## src/rtl/itoa_pkg.sv

```systemverilog
// Shared types, constants and helpers for the integer-to-ASCII converter.
package itoa_pkg;

    localparam int VALUE_BITS_DEF = 32;
    localparam int IN_VALUE_W     = 32;
    localparam int RADIX_W        = 6;
    localparam int CHAR_W         = 8;
    localparam int FIFO_DEPTH     = 2;

    localparam logic [CHAR_W-1:0]  CH_ZERO  = 8'h30;
    localparam logic [CHAR_W-1:0]  CH_A     = 8'h41;
    localparam logic [CHAR_W-1:0]  CH_MINUS = 8'h2D;
    localparam logic [RADIX_W-1:0] DEC_BASE = 6'd10;
    localparam logic [RADIX_W-1:0] RADIX_RAW = 6'd0;
    localparam logic [RADIX_W-1:0] RADIX_MIN = 6'd2;

    typedef struct packed {
        logic [IN_VALUE_W-1:0] value;
        logic                  mode;
        logic [RADIX_W-1:0]    radix;
    } t_in_word;

    typedef struct packed {
        logic [CHAR_W-1:0] char_out;
        logic              last;
    } t_out_word;

    // classified command handed from front to back
    typedef struct packed {
        logic               raw;
        logic               neg;
        logic [RADIX_W-1:0] radix;
    } t_cmd_ctl;

    localparam int CTL_W = $bits(t_cmd_ctl);

    typedef struct packed {
        logic full;
        logic empty;
    } t_q_stat;

    typedef enum logic [2:0] {
        ST_IDLE,
        ST_SIGN,
        ST_DIV,
        ST_RD,
        ST_LD,
        ST_SEND
    } t_back_state;

    function automatic logic [CHAR_W-1:0] digit_to_ascii(input logic [RADIX_W-1:0] d);
        logic [CHAR_W-1:0] d8;
        d8 = CHAR_W'(d);
        if (d < DEC_BASE) begin
            return d8 + CH_ZERO;
        end else begin
            return d8 + CH_A - CHAR_W'(DEC_BASE);
        end
    endfunction

endpackage

```

## src/rtl/integer_to_ascii_radix_top.sv

```systemverilog
// Top level of the integer-to-ASCII radix converter.
// Usage:
//   Input channel (i_in_valid / o_in_ready / i_in_data) takes one word per
//   number: value, signed mode and radix. Output channel (o_out_valid /
//   i_out_ready / o_out_data) returns the characters, most significant digit
//   first, with last set on the final character of each number.
//   A front end classifies each word (raw byte, minus sign, base) and queues
//   it in a two-entry command queue, so new words are taken while the back
//   end is still converting; o_in_ready drops only when the queue is full.
//   The back end divides by the radix one quotient bit per cycle in a serial
//   divider, one digit per pass; digits are stacked in a small RAM, then
//   read back most significant first through the read, load and send
//   states. A raw byte goes straight to the output register.
//   Reset (i_rst_n low, synchronous) empties the queue and idles the back end.
//   If the receiver stalls, the current character is held in the output
//   register and conversion of the next number waits; the queue keeps
//   accepting words until it fills.
module integer_to_ascii_radix_top #(
    parameter int VALUE_BITS = itoa_pkg::VALUE_BITS_DEF
) (
    input  logic                i_clk,
    input  logic                i_rst_n,
    input  logic                i_in_valid,
    output logic                o_in_ready,
    input  itoa_pkg::t_in_word  i_in_data,
    output logic                o_out_valid,
    input  logic                i_out_ready,
    output itoa_pkg::t_out_word o_out_data
);
    import itoa_pkg::*;

    localparam int CMD_W = CTL_W + VALUE_BITS;

    t_q_stat               w_q_stat;
    logic                  w_push;
    logic                  w_pop;
    t_cmd_ctl              w_f_ctl;
    logic [VALUE_BITS-1:0] w_f_mag;
    t_cmd_ctl              w_b_ctl;
    logic [VALUE_BITS-1:0] w_b_mag;
    logic [CMD_W-1:0]      w_q_head;

    itoa_front #(
        .VALUE_BITS (VALUE_BITS)
    ) u_front (
        .i_valid  (i_in_valid),
        .o_ready  (o_in_ready),
        .i_word   (i_in_data),
        .i_q_stat (w_q_stat),
        .o_push   (w_push),
        .o_ctl    (w_f_ctl),
        .o_mag    (w_f_mag)
    );

    itoa_fifo #(
        .WIDTH (CMD_W),
        .DEPTH (FIFO_DEPTH)
    ) u_queue (
        .i_clk   (i_clk),
        .i_rst_n (i_rst_n),
        .i_push  (w_push),
        .i_data  ({w_f_ctl, w_f_mag}),
        .i_pop   (w_pop),
        .o_data  (w_q_head),
        .o_stat  (w_q_stat)
    );

    assign w_b_ctl = w_q_head[CMD_W-1:VALUE_BITS];
    assign w_b_mag = w_q_head[VALUE_BITS-1:0];

    itoa_back #(
        .VALUE_BITS (VALUE_BITS)
    ) u_back (
        .i_clk       (i_clk),
        .i_rst_n     (i_rst_n),
        .i_q_stat    (w_q_stat),
        .i_ctl       (w_b_ctl),
        .i_mag       (w_b_mag),
        .o_pop       (w_pop),
        .o_out_valid (o_out_valid),
        .i_out_ready (i_out_ready),
        .o_out_data  (o_out_data)
    );

    // nothing is shown on the output straight after reset
    a_reset_quiet: assert property (@(posedge i_clk) disable iff (!i_rst_n)
        $rose(i_rst_n) |-> !o_out_valid)
        else $error("output valid straight after reset");

    // once the last character of a number is taken, output valid drops
    a_last_gap: assert property (@(posedge i_clk) disable iff (!i_rst_n)
        (o_out_valid && i_out_ready && o_out_data.last) |=> !o_out_valid)
        else $error("output valid directly after a last character");

    // an empty queue must always be able to take a word
    a_empty_ready: assert property (@(posedge i_clk) disable iff (!i_rst_n)
        w_q_stat.empty |-> o_in_ready)
        else $error("input stalled with an empty queue");

    // the back end only pops when the queue holds a command
    a_pop_nonempty: assert property (@(posedge i_clk) disable iff (!i_rst_n)
        w_pop |-> !w_q_stat.empty)
        else $error("pop from an empty queue");

endmodule

```

## src/rtl/itoa_ram.sv

```systemverilog
// Generic single-write, single-read RAM with registered read data.
module itoa_ram #(
    parameter int WIDTH  = 6,
    parameter int DEPTH  = 32,
    parameter int ADDR_W = (DEPTH > 1) ? $clog2(DEPTH) : 1
) (
    input  logic              i_clk,
    input  logic              i_we,
    input  logic [ADDR_W-1:0] i_waddr,
    input  logic [WIDTH-1:0]  i_wdata,
    input  logic [ADDR_W-1:0] i_raddr,
    output logic [WIDTH-1:0]  o_rdata
);

    logic [WIDTH-1:0] r_mem [DEPTH];
    logic [WIDTH-1:0] r_rdata;

    always_ff @(posedge i_clk) begin
        if (i_we) begin
            r_mem[i_waddr] <= i_wdata;
        end
        r_rdata <= r_mem[i_raddr];
    end

    assign o_rdata = r_rdata;

endmodule

```

## src/rtl/itoa_front.sv

```systemverilog
// Front end: accepts input words, classifies them and forms the magnitude.
module itoa_front #(
    parameter int VALUE_BITS = itoa_pkg::VALUE_BITS_DEF
) (
    input  logic                   i_valid,
    output logic                   o_ready,
    input  itoa_pkg::t_in_word     i_word,
    input  itoa_pkg::t_q_stat      i_q_stat,
    output logic                   o_push,
    output itoa_pkg::t_cmd_ctl     o_ctl,
    output logic [VALUE_BITS-1:0]  o_mag
);
    import itoa_pkg::*;

    localparam int EXT_W = (VALUE_BITS > IN_VALUE_W) ? VALUE_BITS : IN_VALUE_W;

    logic [EXT_W-1:0]      w_ext;
    logic [VALUE_BITS-1:0] w_val;
    logic                  w_raw;
    logic                  w_neg;

    assign w_ext = EXT_W'(i_word.value);
    assign w_val = w_ext[VALUE_BITS-1:0];

    assign o_ready = !i_q_stat.full;
    assign o_push  = i_valid && !i_q_stat.full;

    always_comb begin
        w_raw = (i_word.radix == RADIX_RAW);
        w_neg = i_word.mode && (i_word.radix == DEC_BASE) && w_val[VALUE_BITS-1];

        o_ctl.raw = w_raw;
        o_ctl.neg = w_neg;
        if (!w_raw && i_word.radix < RADIX_MIN) begin
            o_ctl.radix = DEC_BASE;   // base one runs as decimal
        end else begin
            o_ctl.radix = i_word.radix;
        end

        o_mag = w_neg ? (VALUE_BITS'(0) - w_val) : w_val;
    end

endmodule

```

## src/rtl/itoa_fifo.sv

```systemverilog
// Short command queue between front and back ends.
module itoa_fifo #(
    parameter int WIDTH = 8,
    parameter int DEPTH = itoa_pkg::FIFO_DEPTH
) (
    input  logic              i_clk,
    input  logic              i_rst_n,
    input  logic              i_push,
    input  logic [WIDTH-1:0]  i_data,
    input  logic              i_pop,
    output logic [WIDTH-1:0]  o_data,
    output itoa_pkg::t_q_stat o_stat
);
    import itoa_pkg::*;

    localparam int PW = (DEPTH > 1) ? $clog2(DEPTH) : 1;
    localparam int CW = $clog2(DEPTH + 1);

    logic [WIDTH-1:0] r_mem [DEPTH];
    logic [PW-1:0]    r_wp, n_wp;
    logic [PW-1:0]    r_rp, n_rp;
    logic [CW-1:0]    r_cnt, n_cnt;
    logic             w_push;
    logic             w_pop;

    assign o_stat.full  = (r_cnt == CW'(DEPTH));
    assign o_stat.empty = (r_cnt == '0);
    assign w_push = i_push && !o_stat.full;
    assign w_pop  = i_pop && !o_stat.empty;
    assign o_data = r_mem[r_rp];

    always_comb begin
        n_wp  = r_wp;
        n_rp  = r_rp;
        n_cnt = r_cnt;
        if (w_push) begin
            n_wp = (r_wp == PW'(DEPTH - 1)) ? '0 : r_wp + 1'b1;
        end
        if (w_pop) begin
            n_rp = (r_rp == PW'(DEPTH - 1)) ? '0 : r_rp + 1'b1;
        end
        if (w_push && !w_pop) begin
            n_cnt = r_cnt + 1'b1;
        end else if (w_pop && !w_push) begin
            n_cnt = r_cnt - 1'b1;
        end
    end

    always_ff @(posedge i_clk) begin
        if (!i_rst_n) begin
            r_wp  <= '0;
            r_rp  <= '0;
            r_cnt <= '0;
        end else begin
            r_wp  <= n_wp;
            r_rp  <= n_rp;
            r_cnt <= n_cnt;
        end
    end

    always_ff @(posedge i_clk) begin
        if (w_push) begin
            r_mem[r_wp] <= i_data;
        end
    end

endmodule

```

## src/rtl/itoa_back.sv

```systemverilog
// Back end: serial radix division, digit stack and character output register.
module itoa_back #(
    parameter int VALUE_BITS = itoa_pkg::VALUE_BITS_DEF
) (
    input  logic                  i_clk,
    input  logic                  i_rst_n,
    input  itoa_pkg::t_q_stat     i_q_stat,
    input  itoa_pkg::t_cmd_ctl    i_ctl,
    input  logic [VALUE_BITS-1:0] i_mag,
    output logic                  o_pop,
    output logic                  o_out_valid,
    input  logic                  i_out_ready,
    output itoa_pkg::t_out_word   o_out_data
);
    import itoa_pkg::*;

    localparam int AW = $clog2(VALUE_BITS);
    localparam int SW = $clog2(VALUE_BITS);
    localparam int CW = $clog2(VALUE_BITS + 1);

    t_back_state           r_state, n_state;
    logic [VALUE_BITS-1:0] r_q, n_q;
    logic [RADIX_W-1:0]    r_rem, n_rem;
    logic [RADIX_W-1:0]    r_radix, n_radix;
    logic [SW-1:0]         r_step, n_step;
    logic [CW-1:0]         r_cnt, n_cnt;
    logic                  r_out_valid, n_out_valid;
    t_out_word             r_out, n_out;

    logic [RADIX_W:0]      w_rem_sh;
    logic [RADIX_W:0]      w_diff;
    logic                  w_ge;
    logic [RADIX_W-1:0]    w_rem_nx;
    logic [VALUE_BITS-1:0] w_q_nx;
    logic                  w_last_step;
    logic [CW-1:0]         w_cnt_m1;
    logic                  w_we;
    logic [RADIX_W-1:0]    w_rd_digit;

    // one quotient bit per cycle
    assign w_rem_sh    = {r_rem, r_q[VALUE_BITS-1]};
    assign w_diff      = w_rem_sh - {1'b0, r_radix};
    assign w_ge        = (w_rem_sh >= {1'b0, r_radix});
    assign w_rem_nx    = w_ge ? w_diff[RADIX_W-1:0] : w_rem_sh[RADIX_W-1:0];
    assign w_q_nx      = {r_q[VALUE_BITS-2:0], w_ge};
    assign w_last_step = (r_step == SW'(VALUE_BITS - 1));
    assign w_cnt_m1    = r_cnt - 1'b1;
    assign w_we        = (r_state == ST_DIV) && w_last_step;

    itoa_ram #(
        .WIDTH (RADIX_W),
        .DEPTH (VALUE_BITS)
    ) u_digits (
        .i_clk   (i_clk),
        .i_we    (w_we),
        .i_waddr (r_cnt[AW-1:0]),
        .i_wdata (w_rem_nx),
        .i_raddr (w_cnt_m1[AW-1:0]),
        .o_rdata (w_rd_digit)
    );

    always_comb begin
        n_state     = r_state;
        n_q         = r_q;
        n_rem       = r_rem;
        n_radix     = r_radix;
        n_step      = r_step;
        n_cnt       = r_cnt;
        n_out       = r_out;
        n_out_valid = r_out_valid && !i_out_ready;
        o_pop       = 1'b0;

        unique case (r_state)
            ST_IDLE: begin
                if (!i_q_stat.empty) begin
                    o_pop   = 1'b1;
                    n_q     = i_mag;
                    n_radix = i_ctl.radix;
                    n_rem   = '0;
                    n_step  = '0;
                    n_cnt   = '0;
                    if (i_ctl.raw) begin
                        n_out.char_out = i_mag[CHAR_W-1:0];
                        n_out.last     = 1'b1;
                        n_out_valid    = 1'b1;
                        n_state        = ST_SEND;
                    end else if (i_ctl.neg) begin
                        n_out.char_out = CH_MINUS;
                        n_out.last     = 1'b0;
                        n_out_valid    = 1'b1;
                        n_state        = ST_SIGN;
                    end else begin
                        n_state = ST_DIV;
                    end
                end
            end
            ST_SIGN: begin
                if (i_out_ready) begin
                    n_state = ST_DIV;
                end
            end
            ST_DIV: begin
                n_q    = w_q_nx;
                n_rem  = w_rem_nx;
                n_step = r_step + 1'b1;
                if (w_last_step) begin
                    n_step = '0;
                    n_rem  = '0;
                    n_cnt  = r_cnt + 1'b1;
                    if (w_q_nx == '0) begin
                        n_state = ST_RD;
                    end
                end
            end
            ST_RD: begin
                n_state = ST_LD;
            end
            ST_LD: begin
                n_out.char_out = digit_to_ascii(w_rd_digit);
                n_out.last     = (r_cnt == CW'(1));
                n_out_valid    = 1'b1;
                n_cnt          = w_cnt_m1;
                n_state        = ST_SEND;
            end
            ST_SEND: begin
                if (i_out_ready) begin
                    n_state = r_out.last ? ST_IDLE : ST_RD;
                end
            end
            default: begin
                n_state = ST_IDLE;
            end
        endcase
    end

    always_ff @(posedge i_clk) begin
        if (!i_rst_n) begin
            r_state     <= ST_IDLE;
            r_out_valid <= 1'b0;
            r_step      <= '0;
            r_cnt       <= '0;
        end else begin
            r_state     <= n_state;
            r_out_valid <= n_out_valid;
            r_step      <= n_step;
            r_cnt       <= n_cnt;
        end
    end

    always_ff @(posedge i_clk) begin
        r_q     <= n_q;
        r_rem   <= n_rem;
        r_radix <= n_radix;
        r_out   <= n_out;
    end

    assign o_out_valid = r_out_valid;
    assign o_out_data  = r_out;

endmodule
```

## config.mk

```make
export PLATFORM = sky130hd
export DESIGN_NAME = integer_to_ascii_radix_top
export DESIGN_NICKNAME = d
export VERILOG_FILES = /design/src/rtl/itoa_pkg.sv /design/src/rtl/integer_to_ascii_radix_top.sv /design/src/rtl/itoa_ram.sv /design/src/rtl/itoa_front.sv /design/src/rtl/itoa_fifo.sv /design/src/rtl/itoa_back.sv
export SDC_FILE = /design/constraint.sdc
export NUM_CORES = 1
export LEC_CHECK = 0
export CAP_MARGIN = 5
export CORE_MARGIN = 1.5
export CORE_UTILIZATION = 63
export CTS_CLUSTER_SIZE = 14
export DETAILED_ROUTE_END_ITERATION = 16
export DONT_BUFFER_PORTS = 1
export GPL_TIMING_DRIVEN = 0
export PLACE_DENSITY = 0.88
export SYNTH_ARGS = -nofsm -noshare
export SYNTH_HDL_FRONTEND = slang
export SYNTH_SLANG_ARGS = --single-unit
```

## constraint.sdc

```tcl
create_clock -name i_clk -period 3.4 [get_ports i_clk]
set_input_delay 0.17 -clock i_clk [delete_from_list [all_inputs] [get_ports i_clk]]
set_output_delay 0.17 -clock i_clk [all_outputs]
set_load 0.005 [all_outputs]
```

==> results.cfg, run 1 <==
[status]
outcome = finished clean

[job]
max_cap_viol_count = 0

[yosys]
synth_top_cells_by_area = edfxtp_1 (64%), mux4_2 (7.3%), dfxtp_1 (3.4%)
synth_top_area_share_pct = 64.4
synth_largest_area_cell = edfxtp_1
yosys.cell_count.top_type = edfxtp_1
unique_cell_type_count_in_the_yosys_netlist = 57
synth_warnings = 0
synth_flop_cell = edfxtp_1
postSynthAreaPerCell_sq_um = 15.2
synth_commonest_cells = edfxtp_1 (325), nor2_1 (77), nand2_1 (57)
mappedNetlistArea_sq_um = 15100
ys_ff_latch = 351
ys_async_sr_fraction_pct = 0
synth_enable_flop_cells = 325
ys_seq_area_share_pct = 67.9
post_synth_inst_count = 997
synth_nets = 1058

[sta]
setup_tns_ns = 0
finalSetupViolCount = 0
rsz0062_at_grt = no
setup_slack_ns = 0.0872
fin_hold_ws_ns = 0.0136
finalCritPeriodShare_pct = 97.4
worst_slew_pin_slew_ns = 0.957
timing_hold_violations_final = 0
achievable-frequency_ghz = 0.302
max_slew_margin_pct = 36.2
finalMaxSlewViolations = 0
layout_min_cycle_time_ns = 3.31
skew_ns = 0.0245

[cells_and_area]
post_route_cells_drive_above_1_share_pct = 14.0
final_net_count = 1140
multi_input_combinational_cell_area_sq_um = 4650
layoutNonFillerInstCount = 1425
area_growth_pct = 13.5
nFillCells = 1382
sequential_cell_area_sq_um = 10300

[floorplanning]
initial_core_util_pct = 64.3
core_sq_um = 23500
placementRows = 56
floorplan.die_area_sq_um = 25000
floorplan.die.width_um = 158
fp.dieH_um = 158
floorplan.io_pins = 54

[cts]
cts_setup_buffers = 0
cts.clk_slew.worst_paths_ns = 0.06
number_of_buffers_inserted_during_clock_tree_synthesis = 35
clkLatencyLatePin_ns = 0.53
cts.sinks = 351
clock-root-buffer = clkbuf_16
cts_tree = yes
cts.path.max_buffers = 3
h_tree_depth = 2

[global_routing]
grt_use_total_pct = 28.3
gr-total-overflow = 0
first_global_vias = 9498
grt_first_pass_wirelength_mm = 52.5
grt_antenna_before_repair = 1
grt_start_max_net_pins = 41

[setup_path]
timing.setup.critical_path_class = reg -> reg
worstPathMaxFanout = 10
timing.critical_path.from = u_back.r_cnt[0]
crit_path_start_kind = flop
arrival_ns = 3.68
critical_path.endpoint_type = flop
r2r-start = u_back.r_cnt[0]
cp.required_ns = 3.77

[detailed_routing]
routed-via-count = 9206
route.detailed.vias_per_inst = 6.46
route.antenna.remaining_nets = 0
drt_first_iter_violations = 875
remaining_drc_errors = 0
wire_per_inst_um = 23.5
detailedRoute.firstPassIterationCount = 6
wirelength_mm = 33.5

[power]
power.density_nw_per_um2 = 1000
total_leakage_power_nw = 5.60
vdd_drop_max_mv = 0.730

[placed_design]
place.port_buffers = 0
place.gp.congestion = 0.882
post_detail_place_hpwl_mm = 20.8
placed_cells = 1320
place_worst_setup_slack_ns = -0.676

[min_path]
hold_path_startpoint = i_in_data[19]
hold_path_class = in -> reg
## flip-flops by register name, summed over array words and instances (netlist names), named ones only
name	count
u_back.o_out_data	9
u_queue.r_mem	80
u_queue.r_cnt	2
u_back.r_q	32
u_back.r_cnt	6
u_queue.r_wp	1
u_queue.r_rp	1
u_back.o_out_valid	1
u_back.u_digits.r_mem	192
u_back.r_rem	6
u_back.r_radix	6
u_back.r_step	5
u_back.u_digits.o_rdata	6
u_back.r_state	3
## layout make-up
| cell class | count | area share [%] |
|---|---|---|
| Sequential cell | 351 | 59.8 |
| Multi-Input combinational cell | 575 | 27.1 |
| Clock buffer | 44 | 5.35 |
| Timing Repair Buffer | 45 | 2.84 |
| Tap cell | 319 | 2.32 |
| Buffer | 50 | 1.24 |
| Clock inverter | 19 | 0.888 |
| Inverter | 21 | 0.459 |
| Antenna cell | 1 | 0.0146 |
## per-stage QoR
stage                     power [mW]  util (%)  area (sq um)
after floorplan                 11.2         -         15100
after global placement          12.7      66.0         15500
after detailed placement        13.4      66.5         15700
after CTS                       17.2      73.0         17200
after global routing            17.9      73.0         17200
final                           17.2      73.0         17200
## logic make-up (layout without fill, tap and decap cells)
kind of cell | after synthesis | after routing | synth area share, %
fa+ha+maj | 18 | 18 | 1.54
flops | 351 | 351 | 67.9
compound gates | 153 | 153 | 6.39
xor+xnor | 43 | 43 | 2.49
other cells | 0 | 1 | 0
buf+inv | 71 | 179 | 1.82
mux | 117 | 117 | 12.0
simple gates | 244 | 244 | 7.92
## path summary, 6_finish.rpt
path	slack [ns]	endpoint	cells after the start
setup / recovery	0.09	u_back.u_digits.o_rdata[5]	10
hold / removal	0.01	u_queue.r_mem[1][13]	2
setup reg to reg	0.09	u_back.u_digits.o_rdata[5]	10
hold reg to reg	0.47	u_back.r_step[3]	1
## routing by layer
metal  vias up  track usage, %  share of wire [%]
met3       115            5.50                8.3
met5         -               0                  0
met1      4521            35.2                 36
met4         0            11.4                4.1
met2       542            49.1                 52
li1       4028               -                  -
## where the power goes
| group | total [mW] | leakage [nW] | internal [mW] | switching (mW) |
|---|---|---|---|---|
| Combinational | 6.38 | 1.89 | 2.24 | 4.14 |
| Clock | 3.67 | 0.529 | 2.08 | 1.59 |
| Sequential | 7.18 | 3.19 | 6.81 | 0.370 |
## worst max-delay path: stages, from the launching register on
cell      delay, ns
dfxtp_1        0.39
clkbuf_2       0.31
clkbuf_4       0.34
inv_1          0.17
ha_1           0.31
clkbuf_1       0.25
clkbuf_2       0.38
mux4_2         0.37
mux2_2         0.28
o22ai_1        0.22
nor2_1         0.14
## timing repair
action / CTS / global route
endpoints found under the setup margin: 108 / 54
gates resized for setup: 12 / 5
hold buffers: 41 / 0
pin swaps: 0 / 0
endpoints found under the hold margin: 79 / 0
## cells in the final DEF (no fill, tap or decap), types with 7 or more instances in the layout
master,netlist,final
clkbuf_16,0,35
clkinv_2,0,8
nand2_1,57,56
and2_1,7,7
edfxtp_1,325,325
or4_1,7,7
o21a_1,7,7
clkbuf_2,0,8
ha_1,17,17
xor2_1,19,18
mux4_2,49,49
nand2b_1,7,7
dlygate4sd3_1,0,41
o21ai_0,47,47
nor3_1,13,13
or3_1,10,10
buf_1,8,8
nand3_1,17,17
mux2_2,23,23
inv_1,21,21
dfxtp_1,26,26
o31ai_1,8,7
nor2b_1,13,13
nor2_1,77,76
nor4_1,10,10
xnor2_1,24,24
mux2i_1,45,45
a21oi_1,37,35
nor3b_1,8,7
o22ai_1,12,12
clkbuf_1,40,39
(Power assumes the default switching activity.)
==> run 2, diff against run 1 <==
--- a/config.mk
+++ b/config.mk
@@ -5,14 +5,15 @@
 export SDC_FILE = /design/constraint.sdc
 export NUM_CORES = 1
 export LEC_CHECK = 0
+export BUFFER_PORTS_ARGS = -buffer_cell sky130_fd_sc_hd__buf_4
 export CAP_MARGIN = 5
+export CORE_ASPECT_RATIO = 2
 export CORE_MARGIN = 1.5
-export CORE_UTILIZATION = 63
+export CORE_UTILIZATION = 65
 export CTS_CLUSTER_SIZE = 14
 export DETAILED_ROUTE_END_ITERATION = 16
-export DONT_BUFFER_PORTS = 1
 export GPL_TIMING_DRIVEN = 0
-export PLACE_DENSITY = 0.88
+export PLACE_DENSITY = 0.92
 export SYNTH_ARGS = -nofsm -noshare
 export SYNTH_HDL_FRONTEND = slang
 export SYNTH_SLANG_ARGS = --single-unit
==> constraint.sdc (replaced) <==
create_clock -name i_clk -period 4.25 [get_ports i_clk]
set_input_delay 0.2125 -clock i_clk [delete_from_list [all_inputs] [get_ports i_clk]]
set_output_delay 0.2125 -clock i_clk [all_outputs]
set_load 0.005 [all_outputs]
==> run 2 against run 1 <==
Net effect: sequential power fell by 20%; setup slack better by 0.17 ns; critical path depth unchanged; sequential cell count stayed put; die area decreased by 2.8%; first-iteration DRC count shrank 15%; register-to-register slack better by 0.17 ns; via count down 1.6%; combinational power down 18%; final area is 0.24% lower; critical path type unchanged; largest cell class unchanged; highest routed layer unchanged.
==> results.cfg, run 2 (same netlist as run 1, synthesis figures left out) <==
[setup_path]
path_buf_inv = 5
worst_path_largest_cell_delay_ns = 0.60
arrival_ns = 4.43
timing.reg2reg.worst_path_depth = 10
timing.critical_path.mode_cell = clkbuf_1
crit_path_top_delay_cell = xor2_1
worstPathCellList = clkbuf_1 -> buf_2 -> inv_1 -> ha_1 -> clkbuf_1 -> xor2_1 -> clkbuf_2 -> mux2i_1 -> a22o_1 -> nor2_1
reg2reg_slack_ns = 0.25
r2r-start = u_back.r_cnt[0]
critical_path.endpoint_type = flop
crit_path_start_kind = flop
timing.setup.critical_path_class = reg -> reg
worstPathMaxFanout = 10
cpLargestDelayFamily = buffers and inverters
cp.required_ns = 4.68
crit-reg2reg-capture = u_back.u_digits.o_rdata[3]

[global_routing]
grt_start_max_net_pins = 41
first_global_vias = 9534
gr-total-overflow = 0
grt_antenna_before_repair = 0
grt_use_total_pct = 27.6
grt_first_pass_wirelength_mm = 50.6

[floorplanning]
floorplan.die_area_sq_um = 24300
core_sq_um = 22700
initial_core_util_pct = 66.6
floorplan.io_pins = 54
fp.dieH_um = 219
placementRows = 78
floorplan.die.width_um = 111

[sta]
finalSetupViolCount = 0
rsz0062_at_grt = no
worst_slew_pin_slew_ns = 0.962
layout_min_cycle_time_ns = 4.00
timing_hold_violations_final = 0
achievable-frequency_ghz = 0.250
max_slew_margin_pct = 35.9
finalCritPeriodShare_pct = 94.0
setup_slack_ns = 0.254
finalMaxSlewViolations = 0
skew_ns = 0.0160
fin_hold_ws_ns = 0.0245

[cts]
cts.sinks = 351
cts.path.max_buffers = 3
h_tree_depth = 1
number_of_buffers_inserted_during_clock_tree_synthesis = 29
clkLatencyLatePin_ns = 0.56
cts_tree = yes
cts.clk_slew.worst_paths_ns = 0.07
clock-root-buffer = clkbuf_16

[detailed_routing]
wirelength_mm = 32.8
drt_first_iter_violations = 746
route.antenna.remaining_nets = 0
routed-via-count = 9057
remaining_drc_errors = 0
detailedRoute.firstPassIterationCount = 6
route.detailed.vias_per_inst = 6.40
wire_per_inst_um = 23.2

[job]
max_cap_viol_count = 0

[cells_and_area]
flip_flop_count_of_the_largest_register_after_layout = 192
multi_input_combinational_cell_area_sq_um = 4620
area_growth_pct = 13.2
largest_registers = u_back.u_digits.r_mem: 192 flops, u_queue.r_mem: 80 flops, u_back.r_q: 32 flops
post_route_cells_drive_above_1_share_pct = 15.8
nFillCells = 1280
layoutNonFillerInstCount = 1416
most_common_library_cell_in_the_layout_ignoring_fill_and_taps = edfxtp_1
sequential_cell_area_sq_um = 10300
antenna_cells = 0
final_net_count = 1175
layout_common_cells = edfxtp_1 (325), nor2_1 (76), clkbuf_1 (59)
registers.top_by_ff_count = u_back.u_digits.r_mem

[power]
power.density_nw_per_um2 = 782
clock_power_share_pct = 18.3
power.share.switching_pct = 35.7
power.sequential.fraction_pct = 42.7
finalPower_mw = 13.4
total_switching_power_mw = 4.78
total_leakage_power_nw = 5.66
comb_power_share_pct = 38.9
vdd_drop_max_mv = 0.544
p_int_mw = 8.62

[min_path]
holdPathEnd = u_queue.r_mem[0][29]
holdPathStages = 2
hold_path_class = in -> reg
hold_path_startpoint = i_in_data[36]

[placed_design]
place.gp.congestion = 0.884
post_detail_place_hpwl_mm = 23.3
place.port_buffers = 53
placed_cells = 1334
place_worst_setup_slack_ns = 0.0788

[status]
outcome = finished clean
==> run 2: worst max-delay path by stage <==
stage | startpoint | to | slack, ns | cells past startpoint
floorplan | u_back.r_rem[2] | u_back.u_digits.r_mem[0][3] | 1.11 | 5
global placement | u_back.r_rem[3] | u_back.u_digits.r_mem[29][3] | -0.63 | 5
detailed placement | u_back.r_cnt[0] | u_back.u_digits.o_rdata[2] | 0.08 | 10
CTS | u_back.r_cnt[0] | u_back.u_digits.o_rdata[2] | 0.05 | 10
global route | u_back.r_cnt[0] | u_back.u_digits.o_rdata[3] | 0.09 | 10
finish | u_back.r_cnt[0] | u_back.u_digits.o_rdata[3] | 0.25 | 10
==> run 2: power by group through the flow <==
| stage | registers [mW] | logic [mW] | clock network, mW |
|---|---|---|---|
| floorplan | 5.70 | 3.23 | 0 |
| global placement | 5.80 | 4.57 | 0 |
| detailed placement | 5.78 | 5.12 | 0 |
| CTS | 5.71 | 5.18 | 2.48 |
| global route | 5.76 | 5.61 | 2.60 |
| finish | 5.72 | 5.22 | 2.46 |
==> run 2: per-layer routing <==
metal  share of wire (%)  vias to the layer above  GRT usage, %
met5                   0                        -             0
met4                 6.7                        0          17.9
met3                 4.5                      133          2.90
met2                  57                      361          54.1
met1                  32                     4474          26.9
li1                    -                     4089             -
==> run 2: layout make-up <==
type / instances / share of cell area (%)
flip-flops and latches: 351 / 60.0
multi-input cells: 575 / 27.0
clock buffers: 52 / 4.92
repair buffers: 86 / 4.47
well taps: 280 / 2.04
plain buffers: 50 / 1.16
inverters: 21 / 0.460
clock inverters: 1 / 0.0292
==> run 2: per-stage QoR <==
stage | util (%) | setup TNS, ns | cell area [sq um]
after CTS | 75.4 | 0 | 17100
after floorplan | - | 0 | 15100
after global routing | 75.4 | 0 | 17100
after global placement | 69.9 | -20.53 | 15900
after detailed placement | 70.4 | 0 | 16000
final | 75.4 | 0 | 17100
==> run 2: repair_timing <==
item,CTS,global route
endpoints found under the setup margin,0,6
hold endpoints to repair,56,0
buffers inserted,0,0
hold buffers,29,0
gates resized for setup,0,5
